===== src/sv/fjbs_pkg.sv =====
// Shared constants, codes and control types of the flash journal byte store.
// Depends on nothing; every other file of the block imports it.
`default_nettype none
package fjbs_pkg;

	localparam int PAGE_DEPTH     = 256;
	localparam int WRITABLE_SLOTS = 250;
	localparam int SCANNED_SLOTS  = 256;

	localparam int REC_W  = 32;
	localparam int BYTE_W = 8;
	localparam int IDX_W  = 2;
	localparam int ADDR_W = $clog2(PAGE_DEPTH);
	localparam int CNT_W  = ADDR_W + 1;

	// scan and append windows, clipped at the page end
	localparam int SCAN_LIMIT  = (SCANNED_SLOTS > PAGE_DEPTH) ? PAGE_DEPTH : SCANNED_SLOTS;
	localparam int WRITE_LIMIT = (WRITABLE_SLOTS > PAGE_DEPTH) ? PAGE_DEPTH : WRITABLE_SLOTS;
	localparam int SCAN_END    = (SCAN_LIMIT > WRITE_LIMIT) ? SCAN_LIMIT : WRITE_LIMIT;

	localparam logic [REC_W-1:0] ERASED_WORD = '1;

	localparam logic ACT_READ = 1'b0;
	localparam logic ACT_SAVE = 1'b1;

	typedef enum logic [1:0] {
		ST_IDLE,
		ST_SCAN,
		ST_APPLY
	} fjbs_state_t;

	typedef struct packed {
		logic start;   // latch request, restart scan
		logic scan;    // scan step
		logic commit;  // program record and load response
	} fjbs_cmd_t;

	typedef struct packed {
		logic hit;        // erased slot seen in check stage
		logic exhausted;  // last scanned slot checked, not erased
	} fjbs_sts_t;

endpackage
`default_nettype wire


===== src/sv/fjbs_ctrl.sv =====
// Controller FSM: sequences accept, slot scan and commit; owns response valid.
// Depends on fjbs_pkg.
`default_nettype none
module fjbs_ctrl (
	input  wire logic               clk,
	input  wire logic               arst_n,
	input  wire logic               req_valid,
	output logic                    req_ready,
	output logic                    rsp_valid,
	input  wire logic               rsp_ready,
	input  wire fjbs_pkg::fjbs_sts_t sts,
	output fjbs_pkg::fjbs_cmd_t     cmd
);
	import fjbs_pkg::*;

	fjbs_state_t state_q, state_d;
	logic        out_valid_q;
	logic        out_free;

	assign out_free = !out_valid_q || rsp_ready;

	always_comb begin
		state_d = state_q;
		case (state_q)
			ST_IDLE: begin
				if (req_valid) state_d = ST_SCAN;
			end
			ST_SCAN: begin
				if (sts.hit || sts.exhausted) state_d = ST_APPLY;
			end
			ST_APPLY: begin
				if (out_free) state_d = ST_IDLE;
			end
			default: state_d = ST_IDLE;
		endcase
	end

	always_comb begin
		cmd        = '0;
		req_ready  = 1'b0;
		case (state_q)
			ST_IDLE: begin
				req_ready = 1'b1;
				cmd.start = req_valid;
			end
			ST_SCAN: begin
				cmd.scan = 1'b1;
			end
			ST_APPLY: begin
				cmd.commit = out_free;
			end
			default: begin
				cmd = '0;
			end
		endcase
	end

	always_ff @(posedge clk or negedge arst_n) begin
		if (!arst_n) begin
			state_q     <= ST_IDLE;
			out_valid_q <= 1'b0;
		end else begin
			state_q <= state_d;
			if (cmd.commit) out_valid_q <= 1'b1;
			else if (rsp_ready) out_valid_q <= 1'b0;
		end
	end

	assign rsp_valid = out_valid_q;

endmodule
`default_nettype wire


===== config.mk =====
export PLATFORM = sky130hd
export DESIGN_NAME = fjbs_ctrl
export DESIGN_NICKNAME = d
export VERILOG_FILES = /design/src/sv/fjbs_pkg.sv /design/src/sv/fjbs_ctrl.sv
export SDC_FILE = /design/constraint.sdc
export NUM_CORES = 1
export LEC_CHECK = 0
export ABC_AREA = 1
export BUFFER_PORTS_ARGS = -buffer_cell sky130_fd_sc_hd__buf_2
export CORE_AREA = 10 10 47 49
export CTS_BUF_LIST = sky130_fd_sc_hd__clkbuf_2
export DETAILED_ROUTE_END_ITERATION = 12
export DIE_AREA = 0 0 57 59
export PLACE_DENSITY_LB_ADDON = 0.25
export SKIP_LAST_GASP = 1
export SYNTH_ARGS = -nofsm -noshare
export SYNTH_HDL_FRONTEND = slang
export SYNTH_SLANG_ARGS = --single-unit

===== constraint.sdc =====
create_clock -name clk -period 1.06 [get_ports clk]
set_clock_uncertainty 0.2 [all_clocks]
set_input_delay 0.212 -clock clk [delete_from_list [all_inputs] [get_ports clk]]
set_output_delay 0.212 -clock clk [all_outputs]
set_load 0.01 [all_outputs]

# --- Yosys cells after proc, flatten, opt, wreduce, memory -nomap -nowiden ---
# Cells that the tools add are included.
classes:
  n_eq_ne: 5
  mux: 10
  reduce_logical: 6
ops:
  columns: ["operator", "n"]
  rows:
  - ["2-to-1 mux 1 bit", 6]
  - ["2-to-1 mux 2 bit", 3]
  - ["!= test 2 bit, second input constant", 3]
  - ["case mux 2 bit (3 select lines)", 1]
  - ["AND reduction 3 bit", 1]
  - ["equality test 2 x 1 -> 1 bit, second input constant", 1]
  - ["equality test 2 bit, second input constant", 1]
  - ["zero test 2 bit", 1]
  - ["logical OR 1 bit", 2]
  - ["nonzero test 2 bit", 1]
  - ["zero test 1 bit", 1]
totals:
  register_bits: 3
  output_inout_bits: 5
  inputBits: 6
  wordCells: 23

# --- Depth between registers and ports, before layout ---
depth:
  depth_word: 4
  depth_mapped: 4
  depth_no_buf: 4

# --- Least setup slack after synthesis ---
# No wires, ideal clock.
synth_path:
  path_kind: "reg-to-output"
  from: "register state_q[0]"
  to: "output port cmd[2] (netlist name)"
  n_path_buf: 0
  required_time_ps: 648
  path_stages_with_launch: 4
  arrival_time_ps: 792
  setup_slack_ps: -144
  path_cell_list: "dfrtp_1 > nor2_1 > nand2_1 > inv_1"
synth_lines:
  columns: ["element", "line_no", "rtl"]
  rows:
  - ["start: declaration", "fjbs_ctrl.sv:16", "fjbs_state_t state_q, state_d;"]
  - ["start signal: assignment", "fjbs_ctrl.sv:63", "state_q <= state_d;"]
  - ["end: declaration", "fjbs_ctrl.sv:12", "output fjbs_pkg::fjbs_cmd_t cmd"]

==> impl_metrics.csv <==
group,metric,value,unit
outcome,status,"complete, but fails checks",
outcome,violations,"setup timing",
die,fp.dieH,59,um
yosys,avgSynthCellArea,6.57,um^2
clock_tree,cts_buffer_depth,2,
worst_setup_path,cp_top_family,"flip-flops",
cells_and_area,final_cells,59,
worst_setup_path,reg2reg_from,"state_q[0]$_DFFE_PN0P_",
worst_setup_path,cp_max_fo,3,
route,drt_iter0_drc,3,
global_route,grt_antenna_before_repair,0,
route,ant_nets,0,
min_path,holdPathEnd,"rsp_valid$_DFFE_PN0P_",
flow_run,maxCapViolCount,0,
route,drt_pre_antenna_iters,2,
worst_setup_path,crit_chain,"nor2_2 -> nand2_1 -> inv_1 -> buf_2",
global_route,overflow,0,
route,wl_per_cell,8.14,um
worst_setup_path,ff2ff_setup_slack,0,ps
clock_tree,cts-root-buf,"clkbuf_2",
worst_setup_path,end_kind,"primary output",
die,core,0.00140,mm^2
die,pin_count,11,
global_route,grt_max_degree,5,
min_path,hold_class,"in -> reg",
timing,hold_viol,0,
cells_and_area,diodes,0,
timing,worst_hold_slack,23.1,ps
worst_setup_path,slowest_stage,"dfrtp_1",
min_path,worstHoldPathCells,2,
yosys,synth_nets,30,
route,vias_per_cell,3.22,
place,hpwl,410,um
cells_and_area,nNetsFinal,50,
yosys,synth_seq_cells,3,
clock_tree,cts_tree,"built",
timing,post-route-period-util,131,%
global_route,grt_usage,3.15,%
clock_tree,numCtsBuffers,3,
yosys,synthDistinctLibCells,7,
place,dpl.cell_count,54,
die,start_util,11.2,%
power_and_ir_drop,power_per_cell_area,2420,mW/mm^2
worst_setup_path,critPathMaxStageDelay,400,ps
timing,period_minus_slack,1390,ps
worst_setup_path,worstSetupPathType,"reg -> out",
global_route,first_global_vias,191,
place,numPortBuffers,10,
yosys,ys_warn_count,0,
worst_setup_path,reg2regPathDepth,5,
timing,slew_headroom,90.5,%
yosys,syn_inst,24,
timing,rsz0062_at_grt,"yes",
route,drc,0,
clock_tree,htreeDepth,1,
route,vias,190,
cells_and_area,multiInputGateArea,75.1,um^2
route,wl,480,um
cells_and_area,regArea,75.1,um^2
place,routabilityCongestion,0.651,
min_path,worstHoldStart,"rsp_ready",
worst_setup_path,cp-start-kind,"flip-flop",
die,rows,14,
yosys,ys_seq_area_share,47.6,%
cells_and_area,syn_to_final_growth,98.4,%
worst_setup_path,crit_required,650,ps
worst_setup_path,cp.arrival,980,ps
die,die_x,57,um
cells_and_area,layout_common_cells,"buf_2, nand2_1, inv_1",
yosys,syn_area,158,um^2
timing,setup_viol,5,
timing,fin_ws,-332,ps
clock_tree,cts.sinks,3,
timing,tightestPinTransition,141,ps
global_route,grt_pass1_wl,738,um
cells_and_area,layout-drive-gt1-share,60.5,%
clock_tree,path_clk_slew,40,ps
cells_and_area,layout_commonest_cell,"buf_2",
die,die_area,0.00336,mm^2
timing,fmax,718,MHz
cells_and_area,fillCellCount,179,
power_and_ir_drop,vdd_drop_max,0.000512,V
worst_setup_path,rr_endpoint,"state_q[0]$_DFFE_PN0P_",
clock_tree,insertion_delay,210,ps
power_and_ir_drop,cellLeakagePower,0.188,nW
worst_setup_path,worst-path-buf-inv,2,
timing,maxSlewViolCount,0,
## layout make-up
class	count	share of cell area, %
Tap cell	16	6.40
Inverter	6	7.20
Timing Repair Buffer	15	32.0
Sequential cell	3	24.0
Clock buffer	4	6.40
Multi-Input combinational cell	15	24.0
## flip-flops by register name, indices dropped and copies added, names as in the netlist
signal / flops
state_q: 2
rsp_valid: 1
## repair_timing
action | in CTS | in global routing
setup endpoints to repair | 7 | 7
hold buffers | 1 | 0
resized for setup | 3 | 4
endpoints found under the hold margin | 3 | 0
pin swaps | 0 | 2
gates cloned | 0 | 0
setup buffers | 1 | 2
## synthesized netlist by cell type
cell	count	share of area, %
nand2_1	8	19
inv_2	1	2.4
inv_1	5	12
nor2_1	5	12
dfrtp_1	3	48
o21ai_0	1	3.2
nor2_2	1	4.0
## where the power goes
group	leakage [nW]	internal, mW	switching (mW)
clock	0.0166	0.0994	0.0654
sequential	0.0386	0.161	0.0431
combinational	0.132	0.207	0.181
total	0.188	0.467	0.289
## kinds of logic (layout without fill, tap and decap cells)
group | Yosys count | in the layout | synth area share (%)
compound gates | 1 | 1 | 3.17
buf+inv | 6 | 25 | 14.3
flops | 3 | 3 | 47.6
simple gates | 14 | 14 | 34.9
## layer usage
metal	vias up	share of wire [%]	wire, um	global-route usage [%]
li1	104	-	-	-
met1	76	31	147	2.13
met2	7	55	262	5.12
met3	3	9.0	43	2.15
met4	0	5.6	27	4.03
met5	-	0	0	0
## worst max-delay path by stage
stage,start,slack (ps),to,cells after the start
after CTS,state_q[0]$_DFFE_PN0P_,-360,cmd[2],4
after floorplan,state_q[0]$_DFFE_PN0P_,-90,cmd[2],3
final,state_q[0]$_DFFE_PN0P_,-330,cmd[2],4
after global routing,state_q[0]$_DFFE_PN0P_,-390,cmd[2],4
after detailed placement,state_q[0]$_DFFE_PN0P_,-120,cmd[2],4
after global placement,state_q[0]$_DFFE_PN0P_,-110,cmd[2],4
## stage by stage
stage	setup TNS [ps]	power (mW)	setup slack [ps]	util, %	cell area (um^2)
after floorplan	-89.6	0.355	-86.1	-	163
after global placement	-251	0.541	-111	18.8	263
after detailed placement	-281	0.546	-125	18.8	263
after CTS	-1530	0.780	-358	22.3	313
after global routing	-1610	0.816	-395	22.3	313
final	-1290	0.756	-332	22.3	313
Note: power is estimated with default switching activity, not from simulation.
